### config.mk
export PLATFORM = sky130hd
export DESIGN_NAME = lmss_ram
export DESIGN_NICKNAME = d
export VERILOG_FILES = /design/src/hw/rtl/lmss_ram.sv
export SDC_FILE = /design/constraint.sdc
export NUM_CORES = 2
export LEC_CHECK = 0
export BUFFER_PORTS_ARGS = -buffer_cell sky130_fd_sc_hd__buf_2
export CAP_MARGIN = 5
export CORE_MARGIN = 1.5
export CORE_UTILIZATION = 46
export DETAILED_ROUTE_END_ITERATION = 7
export GPL_ROUTABILITY_DRIVEN = 1
export PLACE_DENSITY = 0.74
export SLEW_MARGIN = 20
export SYNTH_ARGS = -nofsm -noshare
export SYNTH_HDL_FRONTEND = slang
export SYNTH_SLANG_ARGS = --single-unit
### constraint.sdc
create_clock -name clk -period 2.3 [get_ports clk]
set_input_delay 0.115 -clock clk [delete_from_list [all_inputs] [get_ports clk]]
set_output_delay 0.115 -clock clk [all_outputs]
set_load 0.01 [all_outputs]
### src/hw/rtl/lmss_ram.sv
// generic simple dual-port ram: one write port, one read port
// registered read data; no dependencies
module lmss_ram #(
    parameter int WIDTH = 8,
    parameter int DEPTH = 512
) (
    input  logic                                   clk,
    input  logic                                   we,
    input  logic [(DEPTH > 1 ? $clog2(DEPTH) : 1)-1:0] waddr,
    input  logic [WIDTH-1:0]                       wdata,
    input  logic                                   re,
    input  logic [(DEPTH > 1 ? $clog2(DEPTH) : 1)-1:0] raddr,
    output logic [WIDTH-1:0]                       rdata
);

    logic [WIDTH-1:0] mem [DEPTH];
    logic [WIDTH-1:0] rdata_reg;

    always_ff @(posedge clk)
    begin
        if (we)
        begin
            mem[waddr] <= wdata;
        end
        if (re)
        begin
            rdata_reg <= mem[raddr];
        end
    end

    assign rdata = rdata_reg;

endmodule

# Word level (Yosys, flattened, before mapping)
# Memory sizes are Yosys's and may differ from the RTL's. A register that Yosys moved wholly into a read port is not among the register bits.
# Cells that the tools add are included.
[classes] mux=2
[op_table] op="1-bit 2-to-1 mux" n=2
[totals] regBits=0 n_memories=1 mem_bits_rw=4096 out_inout_bits=8
[memory_table] memory="mem" depth=512 word_bits=8 rd=1 rd_ports_with_merged_regs=1 wr=1 line="16" source="logic [WIDTH-1:0] mem [DEPTH];"

# Longest topological paths before layout
[depth] word_depth=2 ltp_mapped=12 mapped_depth_nobuf=7

# Worst setup path before layout
# Ideal clock, no wire load.
[synth_timing] path_kind="input port to flip-flop" startpoint="input raddr[0] in the netlist's numbering" endpoint="register rdata_reg[0], in the netlist rdata[0], read port of mem, data pin" cell_stages=10 required_ns=2.043 t_arrival_ns=1.969 path_buffers=4 setup_ns=0.257 setup_slack_ns=0.074 path_cell_list="buf_4 > buf_12 > buf_12 > buf_2 > mux4_2 > o21ai_0 > nand3_1 > nand4_1 > o21ai_0 > o2111a_1"
[synth_rtl] element="start: declaration" line="12" source="input logic [(DEPTH > 1 ? $clog2(DEPTH) : 1)-1:0] raddr,"
[synth_rtl] element="end: declaration" line="17" source="logic [WIDTH-1:0] rdata_reg;"

==> reports/results.txt <==
Slew @ Worst Pin -> 0.934 ns
worst-path maximum fanout -> 2
Peak Freq -> 409 MHz
Worst setup EP type -> flip-flop
RSZ-0062 raised after global routing -> true
area grow syn2layout -> 19.3%
Setup-failing EPs final -> 8
Filler cells -> 24,800
CTS sink cnt -> 4,104
area leader, netlist -> edfxtp_1
Layout Nets -> 9,450
flops & latches, synth -> 4,104
vias per std cell -> 6.19
failing checks -> setup timing
critical path arrival -> 3.13 ns
CP Cell Sequence -> mux2i_1, o221ai_1, buf_4, nor3_1, nor4_4, buf_4, o311ai_2, buf_4, nor4_4, o2111a_1
starting density of the core -> 46.2%
Hold Crit Class -> input port to flip-flop
CTS tree -> done
relative slew slack -> 37.7%
initial antenna violation count -> 25
Max H-tree Level -> 5
synthesized net count -> 8,059
root buf cell -> clkbuf_16
Area contributors post-synth -> edfxtp_1, mux4_2, mux2i_1
Synth top area share -> 77.0%
Hold Path Depth -> 4
CTS max path bufs -> 4
most frequent cells in the layout -> edfxtp_1, buf_4, mux2i_1
Lkg Pwr -> 63.3 nW
Final GP Congestion -> 0.992
critical path type -> flip-flop to flip-flop
core area -> 0.346 mm2
most common cell after layout, fill and taps aside -> edfxtp_1
GRT Util Overall -> 23.8%
Unique masters post-synth -> 50
Synth warnings -> 0
most used cell along the critical path -> buf_4
Residual DRC -> 0
io pins -> 37
Tcrit/Tclk final -> 106%
Seq/Total Area, Yosys -> 77.0%
max FFs per register -> 4,096
Final Worst Setup Slack -> -0.142 ns
chip height -> 593 um
FP Rows -> 216
DIE WIDTH -> 593 um
first-pass GRT wire length -> 613,000 um
Slew Viols, Final -> 0
Max-Cap Viols -> 0
vias in the first global route -> 89,100
Worst EP required -> 2.99 ns
Synth Area per Inst -> 19.9 um2
Worst path max stage delay -> 0.46 ns
wire per inst -> 29.7 um
antenna-violating nets left -> 0
PortBufs -> 36
clk slew on worst S/H paths -> 0.06 ns
total number of vias -> 88,700
first drt pass iteration count -> 7
largest net degree at the start of global routing -> 146
final WL -> 426,000 um
Power Dens Cells -> 820 mW/mm2
hold_ws -> 0.0551 ns
worst skew pair latency -> 0.98 ns
DIE AREA -> 0.351 mm2
Post-Synthesis Cells -> 8,030
CTS Buf Count -> 395
skew final -> 0.100 ns
reg2reg path depth -> 10
DP Wirelength -> 270,000 um
grt total ovfl -> 0
Max stage delay cell, worst path -> nor3_1
crit path launch type -> flip-flop
layout cells sized above 1 -> 30.1%
TNS Setup -> -0.640 ns
VDD IR max -> 0.698 mV
Mapped Area -> 0.160 mm2
min cycle time layout -> 2.44 ns
Final Hold Fails -> 0
First DRT Iteration DRCs -> 13,000
status -> finished, violations left
==> cells by family after synthesis <==
family                 after synthesis  share of synthesized area (%)
multiplexers                      1451                           14.2
AND/OR/NAND/NOR                    980                           2.63
buffers and inverters              516                           1.85
AO/OA/AOI/OAI                      979                           4.31
flip-flops                        4104                           77.0
==> area by class of cell <==
class / instances / area, um2 / share of cell area (%)
Tap cell: 4578 / 5730 / 3.00
Clock buffer: 477 / 10300 / 5.37
Sequential cell: 4104 / 123000 / 64.5
Clock inverter: 255 / 2820 / 1.48
Antenna cell: 7 / 17.5 / 0.00917
Timing Repair Buffer: 1507 / 13600 / 7.11
Inverter: 3 / 18.8 / 0.00983
Multi-Input combinational cell: 3410 / 35300 / 18.5
==> critical path, delay by kind of cell (launching register included) <==
family	cells	cell delay (ns)
simple gates	3	0.64
buf+inv	3	0.58
flops	1	0.37
compound gates	3	0.36
mux	1	0.20
==> cell usage after synthesis (all sizes together) <==
cell and n:
nor3 109, o21ai 119, clkbuf 265, nor2 597
o22a 3, mux2i 797, a22oi 61, o31ai 13
nor4b 1, nor3b 8, and3b 4, inv 3
nand2 111, o311ai 6, o2111a 8, a211o 2
nand4 32, nor4 36, o22ai 163, buf 248
a2111oi 3, a21oi 194, o311a 1, o221ai 372
or2 5, nor2b 6, a22o 5, mux4 654
nand3b 1, nand3 36, and2 20, a31oi 2
edfxtp 4104, and3 4, a221oi 1, o41ai 7
o211ai 2, a211oi 17, nand2b 4, or3 6
==> report_power, final <==
| group | total, mW | internal [mW] | switching, mW |
|---|---|---|---|
| Clock | 65.3 | 37.3 | 28.0 |
| Sequential | 82.4 | 82.4 | 0.0689 |
| Combinational | 8.87 | 3.33 | 5.53 |
==> routing by layer <==
layer / vias up / global-route usage [%] / share of wire, %
li1: 36200 / - / -
met1: 45500 / 32.1 / 36
met2: 5830 / 38.0 / 47
met3: 1104 / 4.53 / 11
met4: 22 / 10.6 / 5.2
met5: - / 0.244 / 0.060
==> path summary, 6_finish.rpt <==
path,from,slack (ns),end
worst min register to register,mem[418][6],1.28,rdata[6]
worst max-delay path,mem[274][5],-0.14,rdata[5]
worst min-delay path,waddr[1],0.06,mem[167][6]
worst max register to register,mem[274][5],-0.14,rdata[5]
==> stage by stage <==
step	instances	setup slack (ns)	total power [mW]	util [%]	cell area [um2]
after floorplan	8030	0.0735	87.9	-	160000
after global placement	13600	-1.32	92.2	50.9	176000
after detailed placement	13600	-1.32	92.4	50.9	176000
after CTS	14300	-0.0815	157	55.0	190000
after global routing	14300	-0.187	160	55.1	191000
final	14300	-0.142	157	55.1	191000
==> timing repair <==
action,CTS,global route
setup endpoints to repair,8,8
gates resized for setup,163,92
pin swaps,49,37
hold buffers,14,1
endpoints found under the hold margin,3096,1
buffers inserted,3,5
(Power assumes the default switching activity.)
