$ cat src/hw/rtl/lmss_pkg.sv
// shared types and constants for the led matrix scan sigma-delta unit
// no dependencies; imported by lmss_scan_seq and the top level
package lmss_pkg;

    // default matrix size
    localparam int LMSS_MATRIX_HEIGHT = 8;
    localparam int LMSS_MATRIX_WIDTH  = 64;

    // multiplex ways and field widths
    localparam int          LMSS_PHASES     = 4;
    localparam int          LMSS_PHASE_W    = 2;
    localparam int          LMSS_PIX_W      = 8;
    localparam int          LMSS_FRAME_W    = 32;
    localparam logic [1:0]  LMSS_LAST_PHASE = 2'(LMSS_PHASES - 1);

    // request operation codes
    typedef enum logic
    {
        OP_WRITE = 1'b0,
        OP_SCAN  = 1'b1
    } lmss_op_t;

    // memory clear sweep after reset, then normal operation
    typedef enum logic
    {
        ST_CLEAR = 1'b0,
        ST_RUN   = 1'b1
    } lmss_state_t;

    // per-step scan information that travels with a scan request
    typedef struct packed
    {
        logic [LMSS_PHASE_W-1:0] phase;
        logic                    latch;
        logic                    fend;
        logic [LMSS_FRAME_W-1:0] fnum;
    } lmss_scan_t;

endpackage

$ cat src/hw/rtl/lmss_scan_seq.sv
// scan position sequencer: phase, row, column and frame counter
// depends on lmss_pkg
module lmss_scan_seq
    import lmss_pkg::*;
#(
    parameter int MATRIX_HEIGHT = LMSS_MATRIX_HEIGHT,
    parameter int MATRIX_WIDTH  = LMSS_MATRIX_WIDTH,
    parameter int ADDR_W        = $clog2(MATRIX_HEIGHT * MATRIX_WIDTH)
) (
    input  logic              clk,
    input  logic              rst_n,
    input  logic              step,
    output logic [ADDR_W-1:0] addr,
    output lmss_scan_t        info
);

    localparam int ROW_W  = $clog2(MATRIX_HEIGHT);
    localparam int ROW_XW = ROW_W + 1;
    localparam int COL_W  = (MATRIX_WIDTH > 1) ? $clog2(MATRIX_WIDTH) : 1;

    logic [LMSS_PHASE_W-1:0] scan_phase_reg, scan_phase_next;
    logic [ROW_W-1:0]        scan_row_reg, scan_row_next;
    logic [COL_W-1:0]        scan_col_reg, scan_col_next;
    logic [LMSS_FRAME_W-1:0] frame_count_reg, frame_count_next;

    logic [ROW_XW-1:0]       row_plus;
    logic                    col_last;
    logic                    phase_done;
    logic                    frame_done;

    // linear pixel index, row major
    assign addr = ADDR_W'(int'(scan_row_reg) * MATRIX_WIDTH + int'(scan_col_reg));

    assign col_last   = (scan_col_reg == COL_W'(MATRIX_WIDTH - 1));
    assign row_plus   = ROW_XW'(scan_row_reg) + ROW_XW'(LMSS_PHASES);
    assign phase_done = col_last && (row_plus >= ROW_XW'(MATRIX_HEIGHT));
    assign frame_done = phase_done && (scan_phase_reg == LMSS_LAST_PHASE);

    assign info.phase = scan_phase_reg;
    assign info.latch = phase_done;
    assign info.fend  = frame_done;
    assign info.fnum  = frame_done ? frame_count_reg : '0;

    always_comb
    begin
        scan_phase_next  = scan_phase_reg;
        scan_row_next    = scan_row_reg;
        scan_col_next    = scan_col_reg;
        frame_count_next = frame_count_reg;
        if (step)
        begin
            scan_col_next = scan_col_reg + COL_W'(1);
            if (col_last)
            begin
                scan_col_next = '0;
                scan_row_next = row_plus[ROW_W-1:0];
                if (phase_done)
                begin
                    scan_phase_next = scan_phase_reg + LMSS_PHASE_W'(1);
                    scan_row_next   = ROW_W'(scan_phase_next);
                end
                if (frame_done)
                begin
                    frame_count_next = frame_count_reg + LMSS_FRAME_W'(1);
                end
            end
        end
    end

    always_ff @(posedge clk or negedge rst_n)
    begin
        if (!rst_n)
        begin
            scan_phase_reg  <= '0;
            scan_row_reg    <= '0;
            scan_col_reg    <= '0;
            frame_count_reg <= '0;
        end
        else
        begin
            scan_phase_reg  <= scan_phase_next;
            scan_row_reg    <= scan_row_next;
            scan_col_reg    <= scan_col_next;
            frame_count_reg <= frame_count_next;
        end
    end

endmodule

$ cat config.mk
export PLATFORM = sky130hd
export DESIGN_NAME = lmss_scan_seq
export DESIGN_NICKNAME = d
export VERILOG_FILES = /design/src/hw/rtl/lmss_pkg.sv /design/src/hw/rtl/lmss_scan_seq.sv
export SDC_FILE = /design/constraint.sdc
export NUM_CORES = 1
export LEC_CHECK = 0
export BUFFER_PORTS_ARGS = -buffer_cell sky130_fd_sc_hd__buf_2
export CORE_ASPECT_RATIO = 1.5
export CORE_MARGIN = 4
export CORE_UTILIZATION = 54
export CTS_CLUSTER_SIZE = 25
export DETAILED_ROUTE_END_ITERATION = 10
export HOLD_SLACK_MARGIN = 0.15
export PLACE_DENSITY = 0.76
export SYNTH_ARGS = -nofsm -noshare
export SYNTH_HDL_FRONTEND = slang
export SYNTH_SLANG_ARGS = --single-unit
export TNS_END_PERCENT = 20
$ cat constraint.sdc
create_clock -name clk -period 1.98 [get_ports clk]
set_input_delay 0.297 -clock clk [delete_from_list [all_inputs] [get_ports clk]]
set_output_delay 0.297 -clock clk [all_outputs]
set_load 0.03 [all_outputs]
* After elaboration in Yosys (flattened, before gate mapping) *
Cells that the tools add are included.

cells by class
  add/sub/neg operators = 5
  magnitude comparators = 1
  equality and inequality tests = 2
  mux-type cells = 3
  reductions and logical operators = 5

operator list
  kind                                                      count
  adder 32 x 1 -> 32 bit, second input constant             1
  2-to-1 mux 32 bit                                         1
  adder 9 x 6 -> 9 bit                                      1
  adder 6 x 1 -> 6 bit, second input constant               1
  equality test 6 bit, second input constant                1
  2-to-1 mux 6 bit                                          1
  AND reduction 3 bit                                       2
  adder 3 x 3 -> 4 bit, second input constant               1
  greater-or-equal comparator 4 bit, second input constant  1
  2-to-1 mux 3 bit                                          1
  adder 2 x 1 -> 2 bit, second input constant               1
  equality test 2 bit, second input constant                1
  logical AND 1 bit                                         2
  AND reduction 2 bit                                       1

word-level totals
  flip-flop bits (word level) = 43
  input port bits = 3
  output and inout bits = 45
  word-level logic and storage cells = 20

* Depth between registers and ports, before layout *
  depth in word-level cells = 5
  depth in mapped cells = 7
  mapped depth without buffers = 6

* Worst setup path before layout *
No wires, ideal clock.

  path type = register to output
  start = register scan_col_reg[0]
  end = output port info[11] in the netlist's numbering
  arrival = 1.930 ns
  data required time = 1.683 ns
  slack = -0.247 ns
  stages on the path, launching flop included = 4
  path buffers = 0
  cells stage by stage = dfrtp_1 > ha_1 > nand2_1 > nor4_1

RTL lines
  item                    line                 RTL
  from (decl)             lmss_scan_seq.sv:23  logic [COL_W-1:0] scan_col_reg, scan_col_next;
  from (signal assigned)  lmss_scan_seq.sv:83  scan_col_reg <= scan_col_next;
  to (decl)               lmss_scan_seq.sv:14  output lmss_scan_t info

==> impl_metrics.sql <==
INSERT INTO impl_metrics (metric_group, metric, value, unit) VALUES
('run_status', 'status', 'finished with violations', ''),
('run_status', 'violations', 'setup timing', ''),
('synth', 'ys_dominant_reg_cell', 'sky130_fd_sc_hd__dfrtp_1', ''),
('synth', 'synth_common_cells', '43 x sky130_fd_sc_hd__dfrtp_1, 32 x sky130_fd_sc_hd__and2_1, 24 x sky130_fd_sc_hd__xnor2_1', ''),
('critical_path', 'worstSetupStartpointType', 'flop', ''),
('critical_path', 'worst-endpoint-arrival', '1700', 'ps'),
('timing', 'slew_headroom', '76.4', '%'),
('clocking', 'cts-buffers-inserted', '5', ''),
('routing', 'routed_wl', '5.10', 'mm'),
('clocking', 'cts-root-to-sink-buffers', '2', ''),
('synth', 'combinational_family_with_the_most_area_after_synthesis', 'simple AND/OR/NAND/NOR gates', ''),
('critical_path', 'crit_chain', 'ha_4, nand2_4, nor3_4, buf_4, buf_6, and2_1, buf_4', ''),
('critical_path', 'crit_path_frequent_cell', 'sky130_fd_sc_hd__buf_4', ''),
('timing', 'final.setup.tns', '-20.2', 'ps'),
('synth', 'synth_top_area_share', '48.8', '%'),
('synth', 'post-synth-top-count-cell', 'sky130_fd_sc_hd__dfrtp_1', ''),
('synth', 'synth_adder_area_share', '1.70', '%'),
('floorplan', 'i_o_pin_total', '48', ''),
('global_route', 'globalRouteOverflowTotal', '0', ''),
('worst_hold_path', 'worstHoldPathType', 'primary input to flop', ''),
('synth', 'synth_compound_area_share', '1.19', '%'),
('timing', 'setup_viol_count_final', '5', ''),
('synth', 'post_synth_mux_area_share', '1.99', '%'),
('routing', 'detail_route.wl_per_cell', '15.5', 'um'),
('synth', 'synth.net_count', '214', ''),
('routing', 'drc_errors', '0', ''),
('critical_path', 'cp_slowest_cell', 'sky130_fd_sc_hd__dfrtp_2', ''),
('global_route', 'number_of_antenna_violations_at_the_first_check_in_global_routing', '0', ''),
('timing', 'max_freq', '0.501', 'GHz'),
('clocking', 'clk_transition_reported_paths', '80', 'ps'),
('critical_path', 'crit_path_end_kind', 'primary output', ''),
('clocking', 'clockRootBuffer', 'sky130_fd_sc_hd__clkbuf_8', ''),
('global_route', 'wire_length_of_the_first_global_routing_pass', '8.19', 'mm'),
('power', 'leakage', '1.57', 'nW'),
('power', 'cellPowerDensity', '652', 'mW/mm2'),
('synth', 'postSynthRegisterBits', '43', ''),
('routing', 'ant_nets', '0', ''),
('floorplan', 'placementRows', '28', ''),
('placed_design', 'pre_cts_ws', '110', 'ps'),
('floorplan', 'die_w', '60.2', 'um'),
('global_route', 'grtUsageTotal', '20.8', '%'),
('synth', 'ys.warnings.count', '0', ''),
('synth', 'syn-cell-area', '0.00220', 'mm2'),
('final_layout', 'relative_area_change_from_synthesis_to_final_layout', '37.5', '%'),
('routing', 'drt_pre_antenna_iters', '4', ''),
('synth', 'synth_simple_gate_area_share', '29.2', '%'),
('timing', 'post-route-worst-setup-slack', '-14.5', 'ps'),
('timing', 'post-route-min-period', '1990', 'ps'),
('routing', 'route.vias.total', '1762', ''),
('synth', 'synthTopCellsByArea', 'sky130_fd_sc_hd__dfrtp_1 49%, sky130_fd_sc_hd__xnor2_1 9.5%, sky130_fd_sc_hd__and2_1 9.1%', ''),
('synth', 'seq_area_frac_synth', '48.8', '%'),
('critical_path', 'crit_path_kind', 'flop to primary output', ''),
('critical_path', 'worst-endpoint-required', '1680', 'ps'),
('placed_design', 'detailed_place_hpwl', '3.32', 'mm'),
('timing', 'grt_setup_unrepaired', 'true', ''),
('global_route', 'grt_max_degree', '19', ''),
('timing', 'final_min_period_over_clock_period', '101', '%'),
('floorplan', 'floorplan.initialDensity', '55.7', '%'),
('flow_run', 'maxCapViolCount', '0', ''),
('power', 'peakVddDrop', '0.000772', 'V'),
('floorplan', 'die_area', '0.00519', 'mm2'),
('synth', 'synth.largest_area_cell', 'sky130_fd_sc_hd__dfrtp_1', ''),
('floorplan', 'fp.dieH', '86.2', 'um'),
('timing', 'hold_violations', '0', ''),
('final_layout', 'max_ffs_per_register', '32', ''),
('final_layout', 'layout-drive-gt1-share', '43.8', '%'),
('final_layout', 'final_nets', '288', ''),
('synth', 'yosysUniqueCellTypes', '30', ''),
('global_route', 'first_global_vias', '1766', ''),
('routing', 'drt-initial-drc-count', '64', ''),
('timing', 'count_of_pins_over_their_slew_limit', '0', '');
==> path summary, 6_finish.rpt <==
kind | slack (ps) | start | end | cells after the start
setup / recovery | -10 | scan_col_reg[1] | info[21] | 7
hold / removal | 370 | step | scan_col_reg[3] | 3
setup reg to reg | 100 | scan_col_reg[1] | frame_count_reg[29] | 8
hold reg to reg | 480 | frame_count_reg[31] | frame_count_reg[31] | 1
max in group asynchronous | 1010 | rst_n | scan_col_reg[4] | 3
min in group asynchronous | 410 | rst_n | frame_count_reg[27] | 2
==> final cells by class <==
type	count	area [um2]
multi-input cells	155	1170
flip-flops and latches	43	1080
fillers	286	930
repair buffers	74	619
clock buffers	7	86.3
well taps	45	56.3
inverters	3	11.3
clock inverters	1	5.00
==> critical path, delay by kind of cell, from the launching register on <==
| family | cells | cell delay, ps |
|---|---|---|
| flip-flops | 1 | 400 |
| adder cells (fa/ha/maj) | 1 | 160 |
| buffers and inverters | 3 | 420 |
| AND/OR/NAND/NOR | 3 | 420 |
==> stage by stage <==
stage | hold slack (ps) | instance area [um2] | std cells
after floorplan | 1.41 | 2210 | 208
after global placement | 195 | 2530 | 301
after detailed placement | 196 | 2530 | 301
after CTS | 354 | 2850 | 321
after global routing | 380 | 3030 | 328
final | 365 | 3030 | 328
==> metal layers <==
metal  share of wire [%]  routed length, um  vias to the layer above  global-route usage (%)
met1                  38               1950                      870                    24.2
li1                    -                  -                      845                       -
met2                  56               2840                       41                    36.6
met5                   0                  0                        -                       0
met3                 4.9                250                        6                    4.62
met4                 1.3                 65                        0                    7.06
==> cell usage in the layout, fill, tap and decap left out, drive strengths merged <==
cell type	synthesis	routed
dlygate4sd3	0	1
nand2	22	22
xnor2	24	24
o21ai	2	2
nand3	9	9
clkbuf	4	7
o22ai	1	1
nor3	5	5
mux2i	1	1
nor4	4	4
mux2	3	3
dfrtp	43	43
inv	3	3
nor2	8	8
a21oi	2	2
xor2	13	13
and3	12	12
and4	2	2
clkinv	0	1
nand4	11	11
buf	3	73
and2	33	33
ha	3	3
==> timing repair <==
action	4_1_cts	5_1_grt
gates resized for setup	50	42
setup endpoints to repair	31	35
gates cloned	2	1
endpoints found under the hold margin	11	0
buffers inserted	9	6
pin swaps	3	1
hold buffers	1	0
==> power by group <==
part	internal, W	switching [W]	leakage, nW
Sequential	0.000934	0.0000726	0.580
Combinational	0.000166	0.000234	0.938
Clock	0.000282	0.000288	0.0482
==> cells by family (layout without fill, tap and decap cells) <==
family	after synthesis	in the layout
AOI/OAI and AO/OA	5	5
and+or+nand+nor	106	106
muxes	4	4
xor gates and xnor gates	37	37
buffers and inverters	10	85
adders and majority gates	3	3
DFF	43	43
Power figures use the tool's default switching activity.
